==> config.mk <==
export PLATFORM = sky130hd
export DESIGN_NAME = rmit_ctrl
export DESIGN_NICKNAME = d
export VERILOG_FILES = /design/src/sv/rmit_pkg.sv /design/src/sv/rmit_ctrl.sv
export SDC_FILE = /design/constraint.sdc
export NUM_CORES = 1
export LEC_CHECK = 0
export ABC_AREA = 1
export BUFFER_PORTS_ARGS = -buffer_cell sky130_fd_sc_hd__buf_2
export CAP_MARGIN = 5
export CORE_AREA = 2 2 39 41
export CTS_BUF_LIST = sky130_fd_sc_hd__clkbuf_16
export CTS_CLUSTER_DIAMETER = 120
export DETAILED_ROUTE_END_ITERATION = 10
export DIE_AREA = 0 0 41 43
export PLACE_DENSITY_LB_ADDON = 0.1
export REMOVE_ABC_BUFFERS = 1
export SLEW_MARGIN = 10
export SYNTH_ARGS = -nofsm -noshare
export SYNTH_HDL_FRONTEND = slang
export SYNTH_SLANG_ARGS = --single-unit
==> constraint.sdc <==
create_clock -name i_clk -period 3.05 [get_ports i_clk]
set_input_delay 0.61 -clock i_clk [delete_from_list [all_inputs] [get_ports i_clk]]
set_output_delay 0.61 -clock i_clk [all_outputs]
set_load 0.01 [all_outputs]
==> src/sv/rmit_pkg.sv <==
// Types and constants for the range minimum index tree.
// Depends on nothing; used by the controller, datapath, top level and checker.
package rmit_pkg;

    localparam int IDX_W = 10;
    localparam int VAL_W = 32;
    localparam int LEAVES_DEF = 1024;
    localparam logic [VAL_W-1:0] SENTINEL = '1;

    localparam logic CMD_WRITE = 1'b0;
    localparam logic CMD_QUERY = 1'b1;

    typedef struct packed {
        logic             command;
        logic [IDX_W-1:0] index;
        logic [IDX_W-1:0] right_index;
        logic [VAL_W-1:0] value;
    } t_in_item;

    typedef struct packed {
        logic [VAL_W-1:0] min_value;
        logic [IDX_W-1:0] min_index;
        logic             none_found;
    } t_out_item;

    typedef enum logic [3:0] {
        OP_NONE,
        OP_LD_UPD,
        OP_LD_QRY,
        OP_CLR_LEAF,
        OP_CLR_RD0,
        OP_CLR_RD1,
        OP_CLR_WR,
        OP_UPD_STEP,
        OP_QRY_L,
        OP_QRY_R
    } t_dp_op;

    typedef enum logic [3:0] {
        ST_CLR_LEAF,
        ST_CLR_RD0,
        ST_CLR_RD1,
        ST_CLR_WR,
        ST_IDLE,
        ST_UPD,
        ST_QRY_L,
        ST_QRY_R,
        ST_QRY_DONE
    } t_state;

    typedef struct packed {
        t_dp_op op;
        logic   out_load;
    } t_dp_cmd;

    typedef struct packed {
        logic upd_ok;
        logic is_query;
        logic clr_last_leaf;
        logic at_one;
        logic parent_is_root;
        logic qry_end;
        logic out_free;
    } t_dp_status;

endpackage

==> src/sv/rmit_ctrl.sv <==
// Sequencing state machine for the range minimum index tree.
// Depends on rmit_pkg; drives the datapath through command and status structs.
module rmit_ctrl (
    input  logic                 i_clk,
    input  logic                 i_rst_n,
    input  logic                 i_in_valid,
    output logic                 o_in_stall,
    input  rmit_pkg::t_dp_status i_status,
    output rmit_pkg::t_dp_cmd    o_cmd
);

    rmit_pkg::t_state r_state;
    rmit_pkg::t_state n_state;

    always_ff @(posedge i_clk) begin
        if (!i_rst_n) begin
            r_state <= rmit_pkg::ST_CLR_LEAF;
        end else begin
            r_state <= n_state;
        end
    end

    always_comb begin
        n_state        = r_state;
        o_cmd.op       = rmit_pkg::OP_NONE;
        o_cmd.out_load = 1'b0;
        o_in_stall     = 1'b1;
        case (r_state)
            rmit_pkg::ST_CLR_LEAF: begin
                o_cmd.op = rmit_pkg::OP_CLR_LEAF;
                if (i_status.clr_last_leaf) begin
                    n_state = rmit_pkg::ST_CLR_RD0;
                end
            end
            rmit_pkg::ST_CLR_RD0: begin
                o_cmd.op = rmit_pkg::OP_CLR_RD0;
                n_state  = rmit_pkg::ST_CLR_RD1;
            end
            rmit_pkg::ST_CLR_RD1: begin
                o_cmd.op = rmit_pkg::OP_CLR_RD1;
                n_state  = rmit_pkg::ST_CLR_WR;
            end
            rmit_pkg::ST_CLR_WR: begin
                o_cmd.op = rmit_pkg::OP_CLR_WR;
                if (i_status.at_one) begin
                    n_state = rmit_pkg::ST_IDLE;
                end else begin
                    n_state = rmit_pkg::ST_CLR_RD0;
                end
            end
            rmit_pkg::ST_IDLE: begin
                o_in_stall = 1'b0;
                if (i_in_valid) begin
                    if (i_status.is_query) begin
                        o_cmd.op = rmit_pkg::OP_LD_QRY;
                        n_state  = rmit_pkg::ST_QRY_L;
                    end else if (i_status.upd_ok) begin
                        o_cmd.op = rmit_pkg::OP_LD_UPD;
                        n_state  = rmit_pkg::ST_UPD;
                    end
                end
            end
            rmit_pkg::ST_UPD: begin
                o_cmd.op = rmit_pkg::OP_UPD_STEP;
                if (i_status.parent_is_root) begin
                    n_state = rmit_pkg::ST_IDLE;
                end
            end
            rmit_pkg::ST_QRY_L: begin
                o_cmd.op = rmit_pkg::OP_QRY_L;
                if (i_status.qry_end) begin
                    n_state = rmit_pkg::ST_QRY_DONE;
                end else begin
                    n_state = rmit_pkg::ST_QRY_R;
                end
            end
            rmit_pkg::ST_QRY_R: begin
                o_cmd.op = rmit_pkg::OP_QRY_R;
                n_state  = rmit_pkg::ST_QRY_L;
            end
            rmit_pkg::ST_QRY_DONE: begin
                if (i_status.out_free) begin
                    o_cmd.out_load = 1'b1;
                    n_state        = rmit_pkg::ST_IDLE;
                end
            end
            default: begin
                n_state = rmit_pkg::ST_IDLE;
            end
        endcase
    end

endmodule

==> impl_metrics.prom, run 1 <==
# TYPE chip_impl_metric gauge
chip_impl_info{name="status",value="finished clean"} 1
chip_impl_metric{name="syn_area_per_cell",unit="µm²"} 5.92
chip_impl_metric{name="core.rowCount",unit=""} 14
chip_impl_metric{name="total_setup_violations_reported_at_the_end_of_the_flow",unit=""} 0
chip_impl_metric{name="leakage_component_of_the_power",unit="nW"} 0.296
chip_impl_metric{name="internal_power",unit="mW"} 0.347
chip_impl_info{name="rsz_0062_raised_after_global_routing",value="false"} 1
chip_impl_info{name="min-delay-path-class",value="flop to flop"} 1
chip_impl_metric{name="numCtsBuffers",unit=""} 3
chip_impl_metric{name="antenna_found_initial",unit=""} 0
chip_impl_metric{name="flip_flop_count_of_the_largest_register_after_layout",unit=""} 4
chip_impl_metric{name="filler_cell_count",unit=""} 160
chip_impl_metric{name="skew",unit="ns"} 0.0000528
chip_impl_metric{name="core_area",unit="µm²"} 1380
chip_impl_metric{name="synthDistinctLibCells",unit=""} 20
chip_impl_metric{name="final_area",unit="µm²"} 579
chip_impl_metric{name="via_per_inst",unit=""} 4.77
chip_impl_metric{name="worst-r2r-setup-slack",unit="ns"} 1.75
chip_impl_metric{name="p_comb_frac",unit=""} 0.492
chip_impl_metric{name="irDropWorstVdd",unit="mV"} 0.466
chip_impl_metric{name="tightest_slew",unit="ns"} 0.324
chip_impl_metric{name="post_cts_resized",unit=""} 0
chip_impl_info{name="tritoncts",value="done"} 1
chip_impl_metric{name="place.detailed.hpwl",unit="µm"} 866
chip_impl_metric{name="routed_wire_length_per_instance",unit="µm"} 9.77
chip_impl_metric{name="power.share.sequential",unit=""} 0.172
chip_impl_metric{name="crit_path_max_incr_delay",unit="ns"} 0.39
chip_impl_metric{name="finalCriticalPeriod",unit="ns"} 1.98
chip_impl_metric{name="timing_hold_violations_final",unit=""} 0
chip_impl_info{name="critical_path_class",value="flop to output port"} 1
chip_impl_metric{name="clock_insertion_delay_worst_skew",unit="ns"} 0.22
chip_impl_metric{name="buffer_ports.inserted",unit=""} 15
chip_impl_metric{name="io-pin-count",unit=""} 16
chip_impl_metric{name="clk_pin_slew",unit="ns"} 0.03
chip_impl_metric{name="number_of_drc_markers_in_iteration_0",unit=""} 11
chip_impl_metric{name="slew_headroom",unit=""} 0.784
chip_impl_metric{name="power.density",unit="nW/µm²"} 1020
chip_impl_metric{name="clkPwrFrac",unit=""} 0.336
chip_impl_info{name="critPathSlowestCell",value="dfxtp_1"} 1
chip_impl_metric{name="max_freq",unit="MHz"} 505
chip_impl_metric{name="yosysSeqAreaShare",unit=""} 0.190
chip_impl_metric{name="final_antenna_diode_count",unit=""} 0
chip_impl_metric{name="synthToLayoutAreaGrowth",unit="%"} 37.8
chip_impl_metric{name="die-width",unit="µm"} 41
chip_impl_metric{name="die_y",unit="µm"} 43
chip_impl_metric{name="synthCells",unit=""} 71
chip_impl_metric{name="wire_length_of_the_first_global_routing_pass",unit="µm"} 1670
chip_impl_info{name="clock_root_buffer",value="clkbuf_16"} 1
chip_impl_metric{name="via_count_of_the_first_global_routing_pass",unit=""} 421
chip_impl_info{name="layout_top_registers",value="r_state (4)"} 1
chip_impl_metric{name="full_die_area",unit="µm²"} 1760
chip_impl_metric{name="critical_path_maximum_fanout",unit=""} 9
chip_impl_info{name="setup.worst_path.end_class",value="output port"} 1
chip_impl_metric{name="wirelength",unit="µm"} 1020
chip_impl_info{name="critical_path.startpoint_type",value="flop"} 1
chip_impl_metric{name="via_count",unit=""} 496
chip_impl_metric{name="post_cts_hold_buffer_count",unit=""} 0
chip_impl_metric{name="ys.warnings.count",unit=""} 0
chip_impl_metric{name="grt_start_max_net_pins",unit=""} 10
chip_impl_info{name="cpLargestDelayFamily",value="flip-flops"} 1
chip_impl_metric{name="ys_ff_latch",unit=""} 4
chip_impl_metric{name="placed_cell_area",unit="µm²"} 504
chip_impl_info{name="max_flop_register",value="r_state"} 1
chip_impl_metric{name="postRouteAntennaNets",unit=""} 0
chip_impl_info{name="critical_path.cell_chain",value="inv_2 > nand2_4 > nor2_4 > nand2_1 > o221ai_1 > buf_2"} 1
chip_impl_metric{name="post_cts_buffers",unit=""} 0
chip_impl_metric{name="timing.critical_path.required",unit="ns"} 2.44
chip_impl_metric{name="final.period_utilization",unit=""} 0.649
chip_impl_metric{name="worstPathBufferInverterCount",unit=""} 2
chip_impl_metric{name="maxSlewViolCount",unit=""} 0
chip_impl_metric{name="drt_first_pass_iters",unit=""} 4
chip_impl_metric{name="cts_max_path_buffers",unit=""} 2
chip_impl_metric{name="cts_max_level",unit=""} 1
chip_impl_metric{name="globalRouteOverflowTotal",unit=""} 0
chip_impl_metric{name="clock_sinks",unit=""} 4
chip_impl_metric{name="initial_utilization",unit=""} 0.304
chip_impl_metric{name="timing.max_cap.violations",unit=""} 0
chip_impl_metric{name="setup_tns",unit="ns"} 0
chip_impl_metric{name="fin_nets",unit=""} 100
chip_impl_metric{name="switching_power",unit="mW"} 0.245
chip_impl_metric{name="detail_route.drc_violations",unit=""} 0
chip_impl_metric{name="arrival",unit="ns"} 1.37
chip_impl_metric{name="finalWeightedCongestion",unit=""} 0.873
chip_impl_metric{name="mappedNetlistArea",unit="µm²"} 420
chip_impl_metric{name="global_route.usage.total",unit=""} 0.136
chip_impl_metric{name="share_of_post_route_cells_with_drive_strength_above_1",unit=""} 0.386
chip_impl_metric{name="netSwitchingFraction",unit=""} 0.413
per-layer routing:
| layer | global-route usage | vias to the layer above | wire (µm) |
|---|---|---|---|
| li1 | - | 266 | - |
| met1 | 0.190 | 219 | 482 |
| met2 | 0.200 | 11 | 487 |
| met3 | 0.0471 | 0 | 46 |
| met4 | 0.0200 | 0 | 0 |
| met5 | 0 | - | 0 |
synthesized netlist by cell type (all sizes together):
library cell	instances	area, µm²
o221ai	1	8.76
o2111ai	1	8.76
nand4	1	6.26
inv	12	45.0
dfxtp	4	80.1
a21oi	4	23.8
nor4	1	6.26
nand3b	1	7.51
nand3	6	30.0
nor2	15	83.8
o21ai	3	15.0
buf	1	11.3
nand2	21	93.8
cell families after synthesis:
group / Yosys count / share of synthesized area
AOI/OAI and AO/OA: 9 / 0.134
DFF: 4 / 0.190
buffers and inverters: 13 / 0.134
and+or+nand+nor: 45 / 0.542
tightest hold or removal path, cell delays in order (launching register included):
cell,delay [ns]
dfxtp_1,0.39
nor2_1,0.17
nor2_2,0.05
power by group through the flow:
stage          registers, mW  clock network [mW]  logic (mW)
5_1_grt                0.104               0.207       0.329
3_5_place_dp           0.102                   0       0.294
4_1_cts                0.101               0.203       0.295
6_report               0.102               0.199       0.291
3_3_place_gp          0.0997                   0       0.299
2_1_floorplan         0.0949                   0       0.222
layout make-up:
type	count	area, µm²	area share
Multi-Input combinational cell	54	284	0.490
Sequential cell	4	80.1	0.138
Clock buffer	3	75.1	0.130
Timing Repair Buffer	15	75.1	0.130
Inverter	12	45.0	0.0778
Tap cell	16	20.0	0.0346
metrics by stage:
stage / power (mW) / hold WS (ns) / instances / utilization / setup slack [ns]
finish: 0.592 / 0.651 / 104 / 0.419 / 1.07
global route: 0.640 / 0.677 / 104 / 0.419 / 0.949
global placement: 0.399 / 0.630 / 101 / 0.364 / 1.25
floorplan: 0.317 / 0.597 / 70 / - / 1.39
detailed placement: 0.396 / 0.642 / 101 / 0.364 / 1.27
CTS: 0.599 / 0.650 / 104 / 0.419 / 1.05
worst paths after layout:
path / depth (start not counted) / start / to
worst max-delay path: 6 / r_state[0] / o_cmd[1]
worst min-delay path: 2 / r_state[0] / r_state[0]
worst max register to register: 9 / r_state[0] / r_state[0]
worst min register to register: 2 / r_state[0] / r_state[0]
cell usage in the layout, fill, tap and decap left out, drive strengths merged:
cell type	synthesis	layout
dfxtp	4	4
nor4	1	1
nand4	1	1
nand2	21	21
o21ai	3	3
clkbuf	0	3
buf	1	15
o221ai	1	1
nand3	6	6
a21oi	4	4
nor2	15	15
nand3b	1	1
inv	12	12
o2111ai	1	1
No activity file was read; power rests on OpenSTA's default activity.
==> run 2, diff against run 1 <==
- clock period: 3.05 -> 1.85 ns (I/O delays scaled with it)
==> run 2 against run 1 <==
Effect of this change:
- register-to-register slack lost 1.2 ns
- clock power up 68%
- largest cell class unchanged
- highest routed layer unchanged
- die area unchanged
- critical path type unchanged
==> impl_metrics.prom, run 2 (synthesized netlist as in run 1, its figures left out) <==
# TYPE chip_impl_metric gauge
chip_impl_metric{name="buffer_ports.inserted",unit=""} 15
chip_impl_metric{name="switching_power",unit="mW"} 0.417
chip_impl_info{name="critical_path_class",value="flop to output port"} 1
chip_impl_metric{name="worstPathBufferInverterCount",unit=""} 1
chip_impl_metric{name="io-pin-count",unit=""} 16
chip_impl_metric{name="maxSlewViolCount",unit=""} 0
chip_impl_metric{name="clock_sinks",unit=""} 4
chip_impl_info{name="critical_path.startpoint_type",value="flop"} 1
chip_impl_metric{name="tightest_slew",unit="ns"} 0.257
chip_impl_metric{name="core.rowCount",unit=""} 14
chip_impl_metric{name="antenna_found_initial",unit=""} 0
chip_impl_metric{name="regArea",unit="µm²"} 81.3
chip_impl_info{name="tritoncts",value="done"} 1
chip_impl_metric{name="netSwitchingFraction",unit=""} 0.416
chip_impl_metric{name="timing.critical_path.required",unit="ns"} 1.48
chip_impl_metric{name="numCtsBuffers",unit=""} 3
chip_impl_metric{name="total_setup_violations_reported_at_the_end_of_the_flow",unit=""} 0
chip_impl_metric{name="critical_path_maximum_fanout",unit=""} 5
chip_impl_metric{name="arrival",unit="ns"} 1.36
chip_impl_metric{name="full_die_area",unit="µm²"} 1760
chip_impl_metric{name="share_of_post_route_cells_with_drive_strength_above_1",unit=""} 0.404
chip_impl_metric{name="wire_length_of_the_first_global_routing_pass",unit="µm"} 1890
chip_impl_metric{name="finalWeightedCongestion",unit=""} 0.784
chip_impl_info{name="layout_top_registers",value="r_state (4)"} 1
chip_impl_info{name="timing.critical_path.from",value="r_state[2]"} 1
chip_impl_metric{name="finalCriticalPeriod",unit="ns"} 1.73
chip_impl_metric{name="via_per_inst",unit=""} 4.52
chip_impl_info{name="setup.worst_path.end_class",value="output port"} 1
chip_impl_metric{name="multi_input_area",unit="µm²"} 284
chip_impl_info{name="worstHoldStart",value="i_rst_n"} 1
chip_impl_metric{name="fin_nets",unit=""} 101
chip_impl_metric{name="crit_path_max_incr_delay",unit="ns"} 0.40
chip_impl_info{name="clock_root_buffer",value="clkbuf_16"} 1
chip_impl_metric{name="clkPwrFrac",unit=""} 0.334
chip_impl_metric{name="cts_max_level",unit=""} 1
chip_impl_metric{name="power.share.sequential",unit=""} 0.171
chip_impl_metric{name="initial_utilization",unit=""} 0.304
chip_impl_metric{name="via_count_of_the_first_global_routing_pass",unit=""} 445
chip_impl_metric{name="via_count",unit=""} 475
chip_impl_info{name="cpLargestDelayFamily",value="simple AND/OR/NAND/NOR gates"} 1
chip_impl_info{name="min-delay-path-class",value="input port to flop"} 1
chip_impl_metric{name="worstHoldPathCells",unit=""} 3
chip_impl_metric{name="global_route.usage.total",unit=""} 0.156
chip_impl_info{name="critical_path.cell_chain",value="nand2_2 > nor2_4 > nand2_1 > o2111ai_1 > buf_2"} 1
chip_impl_metric{name="filler_cell_count",unit=""} 158
chip_impl_metric{name="clock_insertion_delay_worst_skew",unit="ns"} 0.22
chip_impl_metric{name="number_of_drc_markers_in_iteration_0",unit=""} 6
chip_impl_metric{name="drt_first_pass_iters",unit=""} 4
chip_impl_metric{name="power.density",unit="nW/µm²"} 1710
chip_impl_metric{name="grt_start_max_net_pins",unit=""} 10
chip_impl_metric{name="routed_wire_length_per_instance",unit="µm"} 10.1
chip_impl_metric{name="internal_power",unit="mW"} 0.586
chip_impl_metric{name="final_antenna_diode_count",unit=""} 0
chip_impl_info{name="status",value="finished clean"} 1
chip_impl_metric{name="flip_flop_count_of_the_largest_register_after_layout",unit=""} 4
chip_impl_metric{name="post_cts_hold_buffer_count",unit=""} 0
chip_impl_metric{name="p_comb_frac",unit=""} 0.496
chip_impl_metric{name="synthToLayoutAreaGrowth",unit="%"} 39.9
chip_impl_metric{name="p_total",unit="mW"} 1.00
chip_impl_info{name="reg2reg_from",value="r_state[3]"} 1
chip_impl_metric{name="globalRouteOverflowTotal",unit=""} 0
chip_impl_metric{name="setup_tns",unit="ns"} 0
chip_impl_metric{name="leakage_component_of_the_power",unit="nW"} 0.300
chip_impl_metric{name="clk_pin_slew",unit="ns"} 0.03
chip_impl_metric{name="cts_max_path_buffers",unit=""} 2
chip_impl_metric{name="final.period_utilization",unit=""} 0.937
chip_impl_info{name="critPathSlowestCell",value="dfxtp_1"} 1
chip_impl_metric{name="place.detailed.hpwl",unit="µm"} 857
chip_impl_metric{name="die-width",unit="µm"} 41
chip_impl_info{name="max_flop_register",value="r_state"} 1
chip_impl_metric{name="core_area",unit="µm²"} 1380
chip_impl_metric{name="detail_route.drc_violations",unit=""} 0
chip_impl_metric{name="irDropWorstVdd",unit="mV"} 0.666
chip_impl_metric{name="timing_hold_violations_final",unit=""} 0
chip_impl_metric{name="reg2regPathDepth",unit=""} 6
chip_impl_metric{name="max_freq",unit="MHz"} 577
chip_impl_metric{name="skew",unit="ns"} 0.00399
chip_impl_metric{name="timing.max_cap.violations",unit=""} 0
chip_impl_metric{name="die_y",unit="µm"} 43
chip_impl_metric{name="cp.depth",unit=""} 5
chip_impl_metric{name="postRouteAntennaNets",unit=""} 0
chip_impl_info{name="layout_commonest_cell",value="nand2_1"} 1
chip_impl_metric{name="wirelength",unit="µm"} 1060
chip_impl_metric{name="slew_headroom",unit=""} 0.829
chip_impl_info{name="rsz_0062_raised_after_global_routing",value="false"} 1
chip_impl_metric{name="fin_worst_hold_slack",unit="ns"} 0.409
chip_impl_info{name="final_cell_mix",value="17 x nand2_1, 15 x buf_2, 8 x inv_1, 8 x nor2_1, 6 x nand3_1"} 1
-- run 2: cell type report --
class	instances	share of cell area
sequential	4	0.138
clock buffer	3	0.128
multi-input combinational	54	0.483
inverter	12	0.0766
timing repair buffer	16	0.140
tap	16	0.0340
-- run 2: worst paths after layout --
kind	slack (ns)	endpoint
setup / recovery	0.12	o_cmd[2]
hold / removal	0.41	r_state[0]
setup reg to reg	0.60	r_state[0]
hold reg to reg	0.59	r_state[0]
-- run 2: tightest hold or removal path: cells and delay by family --
family	cells	cell delay (ns)
buffers and inverters	1	0.12
AND/OR/NAND/NOR	2	0.10
-- run 2: per-stage QoR --
step	setup WS [ns]	util	cells	cell area (µm²)
after floorplan	0.478	-	70	409
after global placement	0.320	0.364	101	504
after detailed placement	0.313	0.364	101	504
after CTS	0.0791	0.419	104	579
after global routing	0.00752	0.425	105	588
final	0.116	0.425	105	588
-- run 2: layer usage --
layer  vias to the layer above  wire, µm  track usage
li1                        263         -            -
met1                       201       543        0.251
met2                        11       470        0.203
met3                         0        46       0.0471
met4                         0         0       0.0200
met5                         -         0            0
-- run 2: power by group through the flow --
stage	registers [mW]	logic, mW	clock network (mW)
after floorplan	0.156	0.365	0
after global placement	0.169	0.489	0
after detailed placement	0.169	0.487	0
after CTS	0.168	0.489	0.338
after global routing	0.178	0.566	0.348
final	0.171	0.497	0.334
-- run 2: timing repair --
item	4_1_cts	5_1_grt
setup buffers	0	1
resized for setup	0	1
endpoints found under the setup margin	0	1
